<file path="src/sv/obc_pkg.sv">
// Shared types, constants and symbol mapping functions for the offset byte
// base64url codec. No dependencies.
package obc_pkg;

    localparam int NUM_OFFSETS = 6;
    localparam int FIFO_DEPTH  = 4;
    localparam int FIFO_PTR_W  = $clog2(FIFO_DEPTH);
    localparam int FIFO_CNT_W  = $clog2(FIFO_DEPTH + 1);

    localparam logic [2:0] CFG_DIRECTION    = 3'd0;
    localparam logic [2:0] CFG_OFFSET_ZERO  = 3'd1;
    localparam logic [2:0] CFG_OFFSET_ONE   = 3'd2;
    localparam logic [2:0] CFG_OFFSET_TWO   = 3'd3;
    localparam logic [2:0] CFG_OFFSET_THREE = 3'd4;
    localparam logic [2:0] CFG_OFFSET_FOUR  = 3'd5;
    localparam logic [2:0] CFG_OFFSET_FIVE  = 3'd6;

    localparam logic DIR_ENCODE = 1'b0;
    localparam logic DIR_DECODE = 1'b1;

    localparam logic [7:0] CHAR_PAD   = 8'h3D;
    localparam logic [7:0] CHAR_PLUS  = 8'h2B;
    localparam logic [7:0] CHAR_SLASH = 8'h2F;
    localparam logic [7:0] CHAR_DASH  = 8'h2D;
    localparam logic [7:0] CHAR_UNDER = 8'h5F;

    typedef struct packed {
        logic                             direction;
        logic [NUM_OFFSETS-1:0][7:0]      offset;
    } cfg_t;

    typedef struct packed {
        logic [7:0] out_byte;
        logic       byte_valid;
        logic       last_result;
        logic       error_flag;
    } result_t;

    typedef struct packed {
        logic [1:0] count;
        result_t    first;
        result_t    second;
    } push_t;

    function automatic logic [7:0] sym_char(input logic [5:0] v);
        logic [7:0] c;
        if (v < 6'd26) begin
            c = 8'h41 + {2'b00, v};
        end else if (v < 6'd52) begin
            c = 8'h61 + {2'b00, v} - 8'd26;
        end else if (v < 6'd62) begin
            c = 8'h30 + {2'b00, v} - 8'd52;
        end else if (v == 6'd62) begin
            c = CHAR_DASH;
        end else begin
            c = CHAR_UNDER;
        end
        return c;
    endfunction

    // Bit 6 set marks a character outside both alphabets.
    function automatic logic [6:0] char_sym(input logic [7:0] c);
        logic [6:0] s;
        if (c >= 8'h41 && c <= 8'h5A) begin
            s = {1'b0, 6'(c - 8'h41)};
        end else if (c >= 8'h61 && c <= 8'h7A) begin
            s = {1'b0, 6'(c - 8'h61 + 8'd26)};
        end else if (c >= 8'h30 && c <= 8'h39) begin
            s = {1'b0, 6'(c - 8'h30 + 8'd52)};
        end else if (c == CHAR_PLUS || c == CHAR_DASH) begin
            s = {1'b0, 6'd62};
        end else if (c == CHAR_SLASH || c == CHAR_UNDER) begin
            s = {1'b0, 6'd63};
        end else begin
            s = 7'h40;
        end
        return s;
    endfunction

endpackage

</file>
<file path="src/sv/obc_core.sv">
// Message state and single-pass encode/decode step of the codec.
// Depends on obc_pkg.
module obc_core
    import obc_pkg::*;
(
    input  logic       clk,
    input  logic       rst_n,
    input  cfg_t       cfg,
    input  logic       clear,
    input  logic       item_accept,
    input  logic [7:0] data_byte,
    input  logic       final_item,
    output push_t      push
);

    logic [2:0] pos_reg, pos_next;
    logic [1:0] phase_reg, phase_next;
    logic [5:0] buf_reg, buf_next;
    logic       pad_reg, pad_next;
    logic       err_reg, err_next;

    logic [2:0]  sel_pos;
    logic [2:0]  adv_pos;
    logic [7:0]  off;
    logic [7:0]  enc_b;
    logic [9:0]  buf10;
    logic [11:0] buf12;
    logic [5:0]  c0, c1;
    logic [6:0]  sym;
    logic        have;
    logic [7:0]  dec_b;

    always_comb
    begin
        pos_next   = pos_reg;
        phase_next = phase_reg;
        buf_next   = buf_reg;
        pad_next   = pad_reg;
        err_next   = err_reg;
        push       = '0;
        enc_b      = '0;
        buf10      = '0;
        buf12      = '0;
        c0         = '0;
        c1         = '0;
        have       = 1'b0;
        dec_b      = '0;
        sym        = char_sym(data_byte);
        sel_pos    = (pos_reg < 3'd6) ? pos_reg : 3'd0;
        adv_pos    = (sel_pos >= 3'd5) ? 3'd0 : sel_pos + 3'd1;
        off        = cfg.offset[sel_pos];

        if (item_accept) begin
            if (cfg.direction == DIR_ENCODE) begin
                enc_b    = data_byte - off;
                pos_next = adv_pos;
                case (phase_reg)
                    2'd1:
                    begin
                        buf10      = {buf_reg[1:0], enc_b};
                        c0         = buf10[9:4];
                        c1         = {buf10[3:0], 2'b00};
                        buf_next   = {2'b00, buf10[3:0]};
                        phase_next = 2'd2;
                        push.count = final_item ? 2'd2 : 2'd1;
                    end
                    2'd2:
                    begin
                        buf12      = {buf_reg[3:0], enc_b};
                        c0         = buf12[11:6];
                        c1         = buf12[5:0];
                        buf_next   = '0;
                        phase_next = 2'd0;
                        push.count = 2'd2;
                    end
                    default:
                    begin
                        c0         = enc_b[7:2];
                        c1         = {enc_b[1:0], 4'b0000};
                        buf_next   = {4'b0000, enc_b[1:0]};
                        phase_next = 2'd1;
                        push.count = final_item ? 2'd2 : 2'd1;
                    end
                endcase
                push.first  = '{sym_char(c0), 1'b1, final_item && push.count == 2'd1, 1'b0};
                push.second = '{sym_char(c1), 1'b1, final_item, 1'b0};
            end else begin
                if (!err_reg) begin
                    if (data_byte == CHAR_PAD) begin
                        if (phase_reg < 2'd2) begin
                            err_next = 1'b1;
                        end else begin
                            pad_next   = 1'b1;
                            phase_next = phase_reg + 2'd1;
                        end
                    end else if (sym[6] || pad_reg) begin
                        err_next = 1'b1;
                    end else begin
                        case (phase_reg)
                            2'd0:
                            begin
                                buf_next = sym[5:0];
                            end
                            2'd1:
                            begin
                                buf12    = {buf_reg, sym[5:0]};
                                dec_b    = buf12[11:4];
                                buf_next = {2'b00, buf12[3:0]};
                                have     = 1'b1;
                            end
                            2'd2:
                            begin
                                buf10    = {buf_reg[3:0], sym[5:0]};
                                dec_b    = buf10[9:2];
                                buf_next = {4'b0000, buf10[1:0]};
                                have     = 1'b1;
                            end
                            default:
                            begin
                                dec_b    = {buf_reg[1:0], sym[5:0]};
                                buf_next = '0;
                                have     = 1'b1;
                            end
                        endcase
                        phase_next = phase_reg + 2'd1;
                    end
                end
                if (have) begin
                    dec_b    = dec_b + off;
                    pos_next = adv_pos;
                end
                if (!final_item) begin
                    push.first = '{dec_b, 1'b1, 1'b0, 1'b0};
                    push.count = have ? 2'd1 : 2'd0;
                end else begin
                    if (!err_next) begin
                        if (pad_next && phase_next != 2'd0) begin
                            err_next = 1'b1;
                        end
                        if (!pad_next && phase_next == 2'd1) begin
                            err_next = 1'b1;
                        end
                    end
                    if (err_next || !have) begin
                        push.first = '{8'h00, 1'b0, 1'b1, err_next};
                    end else begin
                        push.first = '{dec_b, 1'b1, 1'b1, 1'b0};
                    end
                    push.count = 2'd1;
                end
            end
            if (final_item) begin
                pos_next   = '0;
                phase_next = '0;
                buf_next   = '0;
                pad_next   = 1'b0;
                err_next   = 1'b0;
            end
        end

        if (clear) begin
            pos_next   = '0;
            phase_next = '0;
            buf_next   = '0;
            pad_next   = 1'b0;
            err_next   = 1'b0;
        end
    end

    always_ff @(posedge clk or negedge rst_n)
    begin
        if (!rst_n) begin
            pos_reg   <= '0;
            phase_reg <= '0;
            buf_reg   <= '0;
            pad_reg   <= 1'b0;
            err_reg   <= 1'b0;
        end else begin
            pos_reg   <= pos_next;
            phase_reg <= phase_next;
            buf_reg   <= buf_next;
            pad_reg   <= pad_next;
            err_reg   <= err_next;
        end
    end

    a_pos_range: assert property (@(posedge clk) disable iff (!rst_n)
        pos_reg < 3'd6)
        else $error("byte position left its range");

    a_encode_no_error: assert property (@(posedge clk) disable iff (!rst_n)
        (item_accept && cfg.direction == DIR_ENCODE) |->
            (!push.first.error_flag && !push.second.error_flag))
        else $error("encoding raised an error flag");

    a_final_clears: assert property (@(posedge clk) disable iff (!rst_n)
        (item_accept && final_item) |=> (phase_reg == 2'd0 && !err_reg && !pad_reg))
        else $error("message state not cleared after the final beat");

    a_one_last: assert property (@(posedge clk) disable iff (!rst_n)
        (item_accept && final_item) |->
            (push.count == 2'd1 ? push.first.last_result
                                : (push.second.last_result && !push.first.last_result)))
        else $error("final beat must carry exactly one last result");

endmodule

</file>
<file path="src/sv/obc_fifo.sv">
// Small result queue taking up to two results per cycle and giving one per
// cycle while out_ready is high. Depends on obc_pkg.
module obc_fifo
    import obc_pkg::*;
(
    input  logic    clk,
    input  logic    rst_n,
    input  push_t   push,
    output logic    space_two,
    output logic    out_valid,
    input  logic    out_ready,
    output result_t head
);

    result_t                entry_reg [FIFO_DEPTH];
    logic [FIFO_PTR_W-1:0]  wr_reg, wr_next;
    logic [FIFO_PTR_W-1:0]  rd_reg, rd_next;
    logic [FIFO_CNT_W-1:0]  cnt_reg, cnt_next;
    logic                   pop;

    assign out_valid = (cnt_reg != '0);
    assign head      = entry_reg[rd_reg];
    assign space_two = (cnt_reg <= FIFO_CNT_W'(FIFO_DEPTH - 2));
    assign pop       = out_valid && out_ready;

    always_comb
    begin
        wr_next  = wr_reg + FIFO_PTR_W'(push.count);
        rd_next  = rd_reg + FIFO_PTR_W'(pop);
        cnt_next = cnt_reg + FIFO_CNT_W'(push.count) - FIFO_CNT_W'(pop);
    end

    always_ff @(posedge clk or negedge rst_n)
    begin
        if (!rst_n) begin
            wr_reg  <= '0;
            rd_reg  <= '0;
            cnt_reg <= '0;
        end else begin
            wr_reg  <= wr_next;
            rd_reg  <= rd_next;
            cnt_reg <= cnt_next;
        end
    end

    always_ff @(posedge clk)
    begin
        if (push.count != 2'd0) begin
            entry_reg[wr_reg] <= push.first;
        end
        if (push.count == 2'd2) begin
            entry_reg[wr_reg + FIFO_PTR_W'(1)] <= push.second;
        end
    end

    a_no_overflow: assert property (@(posedge clk) disable iff (!rst_n)
        cnt_reg <= FIFO_CNT_W'(FIFO_DEPTH))
        else $error("result queue overflow");

    a_push_has_room: assert property (@(posedge clk) disable iff (!rst_n)
        (push.count != 2'd0) |-> space_two)
        else $error("results pushed without room for two");

    a_pop_only: assert property (@(posedge clk) disable iff (!rst_n)
        (pop && push.count == 2'd0) |=> (cnt_reg == $past(cnt_reg) - FIFO_CNT_W'(1)))
        else $error("queue count did not drop after a beat left");

endmodule

</file>
<file path="src/sv/offset_byte_base64url_codec.sv">
// Top level of the offset byte base64url codec: register file, core, result queue.
// Depends on obc_pkg, obc_core and obc_fifo.
//
//   Channel  Direction  Beat contents
//   in       sink       data_byte, final_item
//   out      source     out_byte, byte_valid, last_result, error_flag
//   cfg      sink       cfg_index, cfg_data (always ready)
//
// An input beat is processed in the cycle it is accepted and its zero, one or two
// results are queued; results leave one per cycle while out_ready is high.
// One result per beat then sustains one beat per cycle; two fill the queue.
// in_ready is high while the four-entry result queue has room for two results.
// Reset clears the message state, the queue and the registers to their defaults.
module offset_byte_base64url_codec
    import obc_pkg::*;
(
    input  logic       clk,
    input  logic       rst_n,
    input  logic       in_valid,
    output logic       in_ready,
    input  logic [7:0] data_byte,
    input  logic       final_item,
    output logic       out_valid,
    input  logic       out_ready,
    output logic [7:0] out_byte,
    output logic       byte_valid,
    output logic       last_result,
    output logic       error_flag,
    input  logic       cfg_valid,
    output logic       cfg_ready,
    input  logic [2:0] cfg_index,
    input  logic [7:0] cfg_data
);

    cfg_t    cfg_reg;
    logic    cfg_write;
    logic    clear;
    logic    item_accept;
    push_t   push;
    result_t head;

    assign cfg_ready   = 1'b1;
    assign cfg_write   = cfg_valid && cfg_ready;
    assign clear       = cfg_write && (cfg_index == CFG_DIRECTION);
    assign item_accept = in_valid && in_ready;

    always_ff @(posedge clk or negedge rst_n)
    begin
        if (!rst_n) begin
            cfg_reg.direction <= DIR_ENCODE;
            cfg_reg.offset[0] <= 8'd1;
            cfg_reg.offset[1] <= 8'd5;
            cfg_reg.offset[2] <= 8'd7;
            cfg_reg.offset[3] <= 8'd2;
            cfg_reg.offset[4] <= 8'd4;
            cfg_reg.offset[5] <= 8'd9;
        end else if (cfg_write) begin
            case (cfg_index)
                CFG_DIRECTION:    cfg_reg.direction <= cfg_data[0];
                CFG_OFFSET_ZERO:  cfg_reg.offset[0] <= cfg_data;
                CFG_OFFSET_ONE:   cfg_reg.offset[1] <= cfg_data;
                CFG_OFFSET_TWO:   cfg_reg.offset[2] <= cfg_data;
                CFG_OFFSET_THREE: cfg_reg.offset[3] <= cfg_data;
                CFG_OFFSET_FOUR:  cfg_reg.offset[4] <= cfg_data;
                CFG_OFFSET_FIVE:  cfg_reg.offset[5] <= cfg_data;
                default:          cfg_reg <= cfg_reg;
            endcase
        end
    end

    obc_core u_core (
        .clk         (clk),
        .rst_n       (rst_n),
        .cfg         (cfg_reg),
        .clear       (clear),
        .item_accept (item_accept),
        .data_byte   (data_byte),
        .final_item  (final_item),
        .push        (push)
    );

    obc_fifo u_fifo (
        .clk       (clk),
        .rst_n     (rst_n),
        .push      (push),
        .space_two (in_ready),
        .out_valid (out_valid),
        .out_ready (out_ready),
        .head      (head)
    );

    assign out_byte    = head.out_byte;
    assign byte_valid  = head.byte_valid;
    assign last_result = head.last_result;
    assign error_flag  = head.error_flag;

endmodule

</file>
<file path="config.mk">
export PLATFORM = sky130hd
export DESIGN_NAME = offset_byte_base64url_codec
export DESIGN_NICKNAME = d
export VERILOG_FILES = /design/src/sv/obc_pkg.sv /design/src/sv/obc_core.sv /design/src/sv/obc_fifo.sv /design/src/sv/offset_byte_base64url_codec.sv
export SDC_FILE = /design/constraint.sdc
export NUM_CORES = 1
export LEC_CHECK = 0
export ABC_AREA = 0
export BUFFER_PORTS_ARGS = -buffer_cell sky130_fd_sc_hd__buf_4
export CAP_MARGIN = 15
export CELL_PAD_IN_SITES_DETAIL_PLACEMENT = 1
export CELL_PAD_IN_SITES_GLOBAL_PLACEMENT = 1
export CORE_MARGIN = 8
export CORE_UTILIZATION = 23
export CTS_CLUSTER_SIZE = 20
export DETAILED_ROUTE_END_ITERATION = 8
export PLACE_DENSITY_LB_ADDON = 0.1
export SLEW_MARGIN = 15
export SYNTH_ARGS = -nofsm -noshare
export SYNTH_HDL_FRONTEND = slang
export SYNTH_SLANG_ARGS = --single-unit
</file>
<file path="constraint.sdc">
create_clock -name clk -period 6 [get_ports clk]
set_input_delay 0.6 -clock clk [delete_from_list [all_inputs] [get_ports clk]]
set_output_delay 0.6 -clock clk [all_outputs]
set_load 0.01 [all_outputs]
</file>
**Word-level counts from Yosys, hierarchy flattened**

Memories as Yosys holds them, arrays and structs flattened.
Cells that the tools add are included.

- Add/sub/neg operators: 24
- Magnitude comparators: 17
- Eq/ne operators: 22
- Mux-type cells: 100
- Reductions and logical operators: 32

Operators by type and width:

| operator | number |
|---|---|
| $mux W8 | 13 |
| $mux W6 | 11 |
| $mux W7 | 7 |
| $mux W1 | 36 |
| $add A7 B6 Y8 const A | 4 |
| $eq A8 B6 Y1 const B | 4 |
| $mux W2 | 14 |
| $mux W13 | 2 |
| $bmux W8 S3 | 1 |
| $lt A6 B6 Y1 const B | 4 |
| $mux W24 | 1 |
| $pmux W6 S2 | 2 |
| $pmux W8 S3 | 1 |
| $mux W11 | 2 |
| $mux W3 | 7 |
| $pmux W6 S3 | 1 |
| $reduce_and A2 Y1 | 9 |
| $ge A8 B7 Y1 const B | 2 |
| $le A8 B7 Y1 const B | 2 |
| $sub A8 B5 Y8 const B | 2 |
| $sub A8 B6 Y8 const B | 2 |
| $add A6 B6 Y7 const A | 2 |
| $eq A6 B6 Y1 const B | 2 |
| $lt A6 B5 Y1 const B | 2 |
| 37 further kinds | 62 |

- Register bits after elaboration: 69
- RAM bits: 44
- Output and inout port bits: 14
- Memories: 1

Memory list:

| memory | depth | bits a word | rd ports | clocked after Yosys merged registers in | wr ports | line | RTL |
|---|---|---|---|---|---|---|---|
| u_fifo.entry_reg | 4 | 11 | 1 | 0 | 2 | obc_fifo.sv:15 | `result_t entry_reg [FIFO_DEPTH];` |

**Longest topological paths before layout**

Gate-level depths: netlist of run 1.

- Word-level depth: 29
- Depth in mapped cells: 27
- Gate-level depth less buffers: 25

**Modules after synthesis**

A second synthesis of run 1 with hierarchy kept.

- Cell total of the unflattened synthesis: 851
- Area, all modules: 8,926.1 µm²

By module, submodules not included:

| module | instances | cells an instance | area an instance (µm²) |
|---|---|---|---|
| obc_core | 1 | 591 | 4,232.8 |
| obc_fifo | 1 | 148 | 2,658.8 |
| offset_byte_base64url_codec | 1 | 112 | 2,034.5 |

**Worst setup path before layout of run 1**

OpenSTA, ideal clock, no wires.

- Path type: register to register
- Start point: register u_core.pos_reg[0]
- End point: memory u_fifo.entry_reg[0][5] in the netlist's numbering (data pin)
- Arrival: 5.243 ns
- Data required time: 5.728 ns
- Slack: 0.486 ns
- Stages on the path, launching flop included: 24
- Path buffers: 3
- Period minus slack after synthesis: 5.514 ns
- Path through: dfrtp_1 > buf_1 > buf_1 > mux2i_1 > o21ai_0 > mux2_2 > ha_1 > fa_1 > nand2b_1 > a21o_1 > a311oi_1 > o21ai_0 > a21o_1 > inv_1 > ha_1 > nand3_1 > o2bb2a_1 > o31ai_1 > o32ai_4 > buf_6 > a211oi_4 > nor4b_4 > a311oi_4 > o22ai_1

RTL lines:

| element | line | RTL |
|---|---|---|
| start: declaration | obc_core.sv:16 | `logic [2:0] pos_reg, pos_next;` |
| start signal: assignment | obc_core.sv:179 | `pos_reg <= pos_next;` |
| end: declaration | obc_fifo.sv:15 |  |

==> results.py, run 1 <==
metrics = {
    "status": {
        "status": "complete, no violations",
    },
    "timing": {
        "period_needed_ns": 5.68,
        "hold_viol": 0,
        "rsz0062_at_grt": "no",
        "relSlewSlack": 0.359,
        "setup_viol_count_final": 0,
        "slew_viol_final": 0,
        "fin_ws_ns": 0.320,
        "fin_skew_ns": 0.00773,
        "tns_ns": 0,
        "tightest_slew_ns": 0.961,
        "max_freq_mhz": 176,
        "final.period_utilization": 0.947,
    },
    "power_and_ir_drop": {
        "pwr-share-seq": 0.179,
        "power.density_nw_per_um2": 638,
        "p_leak_nw": 4.02,
        "internal-power_mw": 3.46,
        "p_switching_mw": 3.10,
        "clkPwrFrac": 0.167,
        "p_sw_frac": 0.473,
        "ir_drop_mv": 0.274,
        "pwr-share-comb": 0.655,
    },
    "logic_synthesis": {
        "seq_area_frac_synth": 0.351,
        "synth_fa_ha_area_frac": 0.0855,
        "avgSynthCellArea_sq_um": 9.78,
        "synth_top_family_by_area": "compound AO/OA/AOI/OAI gates",
        "synthTopCellsByCount": "nand2_1, nor2_1, dfrtp_1",
        "synth_nets": 962,
        "yosysTopAreaCellShare": 0.172,
        "async_flop_share": 0.611,
        "postSynthCellCount": 880,
        "synth_area_sq_um": 8610,
        "synth_xor_xnor_area_share": 0.0265,
        "synth_most_common_cell": "nand2_1",
        "ys_ff_latch": 113,
        "synthSimpleGateAreaFrac": 0.150,
        "synthTopCellsByArea": "dfrtp_1, edfxtp_1, ha_1",
        "synth_cell_type_count": 93,
        "synth_edf_count": 40,
        "synthMuxAreaShare": 0.135,
        "synth_compound_area_frac": 0.209,
        "synth.yosys.warnings": 0,
        "synth_flop_cell": "dfrtp_1",
        "synth_top_area_cell": "dfrtp_1",
    },
    "final_layout": {
        "syn2layout_area_growth_pct": 19.4,
        "largest_reg_flops": 49,
        "final_area_sq_um": 10300,
        "layout-drive-gt1-share": 0.229,
        "fillers": 4215,
        "nets": 1013,
        "insertedDiodeCount": 0,
    },
    "floorplanning": {
        "rows": 71,
        "top_level_ports": 39,
        "dieArea_sq_um": 43900,
        "die_w_microns": 209,
        "core_region_area_sq_um": 37200,
        "die_y_microns": 209,
        "initial_core_util": 0.231,
    },
    "critical_path": {
        "cp_max_fo": 16,
        "r2r-end": "u_fifo.entry_reg[0][3]",
        "crit_required_ns": 6.15,
        "startpoint": "u_core.pos_reg[0]",
        "startpoint_type": "flip-flop",
        "ff2ff_setup_slack_ns": 0.32,
        "path_class": "reg -> reg",
        "r2r_cells": 21,
        "rr_startpoint": "u_core.pos_reg[0]",
        "endpoint": "u_fifo.entry_reg[0][3]",
        "worstPathArrival_ns": 5.83,
        "cp-end-kind": "flip-flop",
    },
    "run": {
        "maxCapViolations": 0,
    },
    "global_routing": {
        "first_global_vias": 7629,
        "antenna_found_initial": 0,
        "grt_max_degree": 70,
        "grt.total_usage": 0.140,
        "grt-ovfl-total": 0,
        "grt_pass1_wl_mm": 47.6,
    },
    "detailed_routing": {
        "postRouteAntennaNets": 0,
        "vias": 7147,
        "viasPerCell": 5.04,
        "wl_mm": 30.9,
        "drc": 0,
        "first_pass_iters": 5,
        "wl_per_cell_microns": 21.8,
        "drt_iter0_drc": 399,
    },
    "clock_tree": {
        "cts_tree": "yes",
        "cts.sinks": 113,
        "ctsRootBufferMaster": "clkbuf_16",
        "htree_levels": 4,
        "cts_hold_buf": 0,
        "cts_buffers": 17,
        "clk_path_buf_depth": 2,
        "clk_pin_slew_ns": 0.06,
        "worstSkewPairLatency_ns": 0.42,
    },
    "worst_hold_path": {
        "hold_class": "in -> async",
    },
    "place": {
        "dp_slack_ns": 0.130,
        "dpl_cell_area_sq_um": 9570,
        "dp_hpwl_mm": 23.2,
        "gp_congestion": 0.774,
        "portBuffers": 37,
    },
}
[logic make-up (layout without fill, tap and decap cells)]
kind of cell | Yosys count | in the layout
buffers and inverters | 91 | 154
AOI/OAI and AO/OA | 246 | 247
xor gates and xnor gates | 26 | 26
other | 1 | 1
and+or+nand+nor | 257 | 257
adders and majority gates | 57 | 57
DFF | 113 | 113
muxes | 89 | 89
[metal layers]
layer  vias up  wire length [microns]  global-route usage
li1       3412                      -                   -
met1      3616                  14800               0.187
met2        89                  14900               0.234
met3        30                    741              0.0198
met4         0                    500              0.0379
met5         -                      0                   0
[power groups by stage]
stage,clock [mW],sequential [mW],combinational [mW]
2_1_floorplan,0,1.07,2.97
3_3_place_gp,0,1.19,4.15
3_5_place_dp,0,1.19,4.15
4_1_cts,1.12,1.18,4.18
5_1_grt,1.14,1.20,4.73
6_report,1.09,1.17,4.30
[cell type report]
type	instances	area [sq um]	area share
clock buffer	24	503	0.0489
clock inverter	8	123	0.0119
inverter	52	195	0.0190
multi-input combinational	677	5290	0.515
sequential	113	3020	0.294
tap	474	593	0.0577
timing repair buffer	70	551	0.0536
[worst min path at each step]
stage | to | from | depth (start not counted)
after global routing | u_fifo.cnt_reg[1] | rst_n | 1
after floorplan | cfg_reg[11] | rst_n | 0
after CTS | u_fifo.rd_reg[0] | rst_n | 1
final | u_fifo.cnt_reg[1] | rst_n | 1
after detailed placement | u_fifo.entry_reg[2][0] | u_fifo.entry_reg[2][0] | 2
after global placement | u_fifo.entry_reg[1][0] | u_fifo.entry_reg[1][0] | 2
[worst max-delay path, cell delays in order (launching register included)]
cell and delay (ns):
dfrtp_1 0.41, buf_12 0.18, mux4_2 0.50, mux2_2 0.32, inv_1 0.09, ha_1 0.28
and2_4 0.19, a221oi_2 0.39, a21oi_2 0.15, a211oi_4 0.37, nor2_4 0.12, o21a_1 0.26
inv_1 0.14, ha_1 0.20, nand3_1 0.07, o2bb2a_1 0.35, nand2_1 0.23, o32ai_4 0.20
or4_1 0.51, a21oi_1 0.14, a31o_2 0.18, o22ai_1 0.10
[stage by stage]
step,power (mW),std cells,hold WS [ns],util
after global routing,7.08,1418,0.359,0.276
after global placement,5.35,1384,0.464,0.257
after detailed placement,5.34,1384,0.474,0.257
after CTS,6.47,1416,0.357,0.274
after floorplan,4.04,880,0.304,-
final,6.56,1418,0.284,0.276
[placed cells by master (no fill, tap or decap), drive strengths merged, types with 10 or more instances in the layout]
cell type | netlist | final
nand2 | 74 | 74
buf | 15 | 70
nor2 | 62 | 62
dfrtp | 59 | 59
mux2 | 56 | 56
ha | 54 | 54
inv | 50 | 51
a21oi | 51 | 51
o21ai | 50 | 50
edfxtp | 40 | 40
o22ai | 33 | 33
clkbuf | 24 | 24
nor3 | 21 | 21
nand3 | 20 | 20
xnor2 | 18 | 18
mux2i | 17 | 17
mux4 | 16 | 16
and2 | 13 | 13
nand2b | 12 | 12
a21o | 11 | 11
a211oi | 11 | 11
dfstp | 10 | 10
[what timing repair did]
action                     CTS  global route
resized for setup            0             8
setup endpoints to repair    0            25
setup buffers                0             1
Power figures use the tool's default switching activity.
==> run 2: changes to the inputs <==
--- a/config.mk
+++ b/config.mk
@@ -12,6 +12,7 @@
 export CELL_PAD_IN_SITES_GLOBAL_PLACEMENT = 1
 export CORE_MARGIN = 8
 export CORE_UTILIZATION = 23
+export CTS_BUF_LIST = sky130_fd_sc_hd__clkbuf_4 sky130_fd_sc_hd__clkbuf_8 sky130_fd_sc_hd__clkbuf_16
 export CTS_CLUSTER_SIZE = 20
 export DETAILED_ROUTE_END_ITERATION = 8
 export PLACE_DENSITY_LB_ADDON = 0.1
==> results.py, run 2 (same netlist as run 1, synthesis figures left out) <==
metrics = {
    "status": {
        "status": "complete, no violations",
    },
    "place": {
        "portBuffers": 37,
        "dp_slack_ns": 0.130,
        "gp_congestion": 0.774,
        "dp_hpwl_mm": 23.2,
        "dp.cells": 1384,
    },
    "critical_path": {
        "crit_slowest_cell": "or4_1",
        "max_stage_delay_ns": 0.51,
        "crit_path_cell_trace": "buf_12 > mux4_2 > mux2_2 > inv_1 > ha_1 > and2_4 > a221oi_2 > a21oi_2 > a211oi_4 > nor2_4 > o21a_1 > inv_1 > ha_1 > nand3_1 > o2bb2a_1 > nand2_1 > o32ai_4 > or4_1 > a21oi_1 > a31o_2 > o22ai_1",
        "cp_max_fo": 16,
        "critPathTopFamily": "compound AO/OA/AOI/OAI gates",
        "ff2ff_setup_slack_ns": 0.31,
        "startpoint_type": "flip-flop",
        "cp-end-kind": "flip-flop",
        "crit_required_ns": 6.14,
        "path_class": "reg -> reg",
        "cp_num_buf_inv": 3,
        "worstPathArrival_ns": 5.83,
    },
    "floorplanning": {
        "dieArea_sq_um": 43900,
        "die_w_microns": 209,
        "die_y_microns": 209,
        "core_region_area_sq_um": 37200,
        "top_level_ports": 39,
        "rows": 71,
        "initial_core_util": 0.231,
    },
    "final_layout": {
        "final_core_util": 0.276,
        "largest_reg_flops": 49,
        "final_cell_mix": "nand2_1, buf_4, nor2_1",
        "multi_input_area_sq_um": 5290,
        "regArea_sq_um": 3020,
        "final_common_cell": "nand2_1",
        "syn2layout_area_growth_pct": 19.5,
        "layout-drive-gt1-share": 0.232,
        "insertedDiodeCount": 0,
        "nets": 1013,
        "stdcell_count": 1418,
        "fillers": 4213,
    },
    "power_and_ir_drop": {
        "power.density_nw_per_um2": 639,
        "ir_drop_mv": 0.274,
        "p_leak_nw": 4.03,
    },
    "clock_tree": {
        "cts.sinks": 113,
        "cts_tree": "yes",
        "ctsRootBufferMaster": "clkbuf_16",
        "worstSkewPairLatency_ns": 0.42,
        "clk_path_buf_depth": 2,
        "clk_pin_slew_ns": 0.06,
        "cts_hold_buf": 0,
        "cts_buffers": 17,
        "htree_levels": 4,
    },
    "global_routing": {
        "grt-ovfl-total": 0,
        "antenna_found_initial": 0,
        "first_global_vias": 7629,
        "grt.total_usage": 0.140,
        "grt_pass1_wl_mm": 47.6,
        "grt_max_degree": 70,
    },
    "timing": {
        "slew_viol_final": 0,
        "final.period_utilization": 0.948,
        "relSlewSlack": 0.360,
        "tightest_slew_ns": 0.961,
        "hold_viol": 0,
        "fin_ws_ns": 0.314,
        "period_needed_ns": 5.69,
        "max_freq_mhz": 176,
        "tns_ns": 0,
        "rsz0062_at_grt": "no",
        "fin_skew_ns": 0.00802,
        "setup_viol_count_final": 0,
    },
    "detailed_routing": {
        "vias": 7148,
        "postRouteAntennaNets": 0,
        "viasPerCell": 5.04,
        "wl_per_cell_microns": 21.8,
        "wl_mm": 30.9,
        "first_pass_iters": 5,
        "drt_iter0_drc": 393,
        "drc": 0,
    },
    "worst_hold_path": {
        "hold_class": "in -> async",
    },
    "run": {
        "maxCapViolations": 0,
    },
}
==> run 2: changes by cell type in the layout (fill, tap and decap cells not counted) <==
cell	change
clkbuf_4	+3
clkbuf_1	-3
==> run 2: path summary, 6_finish.rpt <==
path / start / to / cells past startpoint
setup / recovery: u_core.pos_reg[0] / u_fifo.entry_reg[0][3] / 21
hold / removal: rst_n / u_fifo.cnt_reg[1] / 1
setup reg to reg: u_core.pos_reg[0] / u_fifo.entry_reg[0][3] / 21
hold reg to reg: u_fifo.entry_reg[1][0] / u_fifo.entry_reg[1][0] / 2
max in group asynchronous: rst_n / cfg_reg[5] / 1
min in group clk: cfg_data[7] / cfg_reg[23] / 2
==> run 2: worst reg2reg max path, cell delays in order, from the launching register on <==
cell,delay [ns]
dfrtp_1,0.41
buf_12,0.18
mux4_2,0.50
mux2_2,0.32
inv_1,0.09
ha_1,0.28
and2_4,0.19
a221oi_2,0.39
a21oi_2,0.16
a211oi_4,0.37
nor2_4,0.12
o21a_1,0.26
inv_1,0.14
ha_1,0.20
nand3_1,0.07
o2bb2a_1,0.35
nand2_1,0.23
o32ai_4,0.20
or4_1,0.51
a21oi_1,0.14
a31o_2,0.18
o22ai_1,0.10
==> run 2: per-stage QoR <==
step                area (sq um)  total power [mW]  hold WS, ns
floorplan                   8610              4.04        0.304
global placement            9570              5.35        0.464
detailed placement          9570              5.34        0.474
CTS                        10200              6.49        0.357
global route               10300              7.09        0.359
finish                     10300              6.57        0.287
==> run 2: per-layer routing <==
metal | global-route usage | wire (microns) | vias up
met2 | 0.234 | 14800 | 88
met1 | 0.187 | 14800 | 3620
met3 | 0.0198 | 738 | 28
li1 | - | - | 3412
met4 | 0.0379 | 487 | 0
met5 | 0 | 0 | -
==> run 2: repair_timing <==
action | in CTS | in global routing
setup buffers | 0 | 1
endpoints found under the setup margin | 0 | 25
endpoints found under the hold margin | 0 | 0
resized for setup | 0 | 8
==> run 2: where the power goes <==
group	switching, mW	total (mW)	internal (mW)	leakage [nW]
Clock	0.379	1.10	0.724	0.316
Combinational	2.53	4.29	1.76	2.48
Sequential	0.189	1.17	0.985	1.24
Total	3.10	6.57	3.47	4.03
==> run 2: cell type report <==
cell class                 instances  area share
sequential                       113       0.294
clock inverter                     8      0.0119
multi-input combinational        677       0.514
timing repair buffer              70      0.0535
clock buffer                      24      0.0500
inverter                          52      0.0190
tap                              474      0.0576
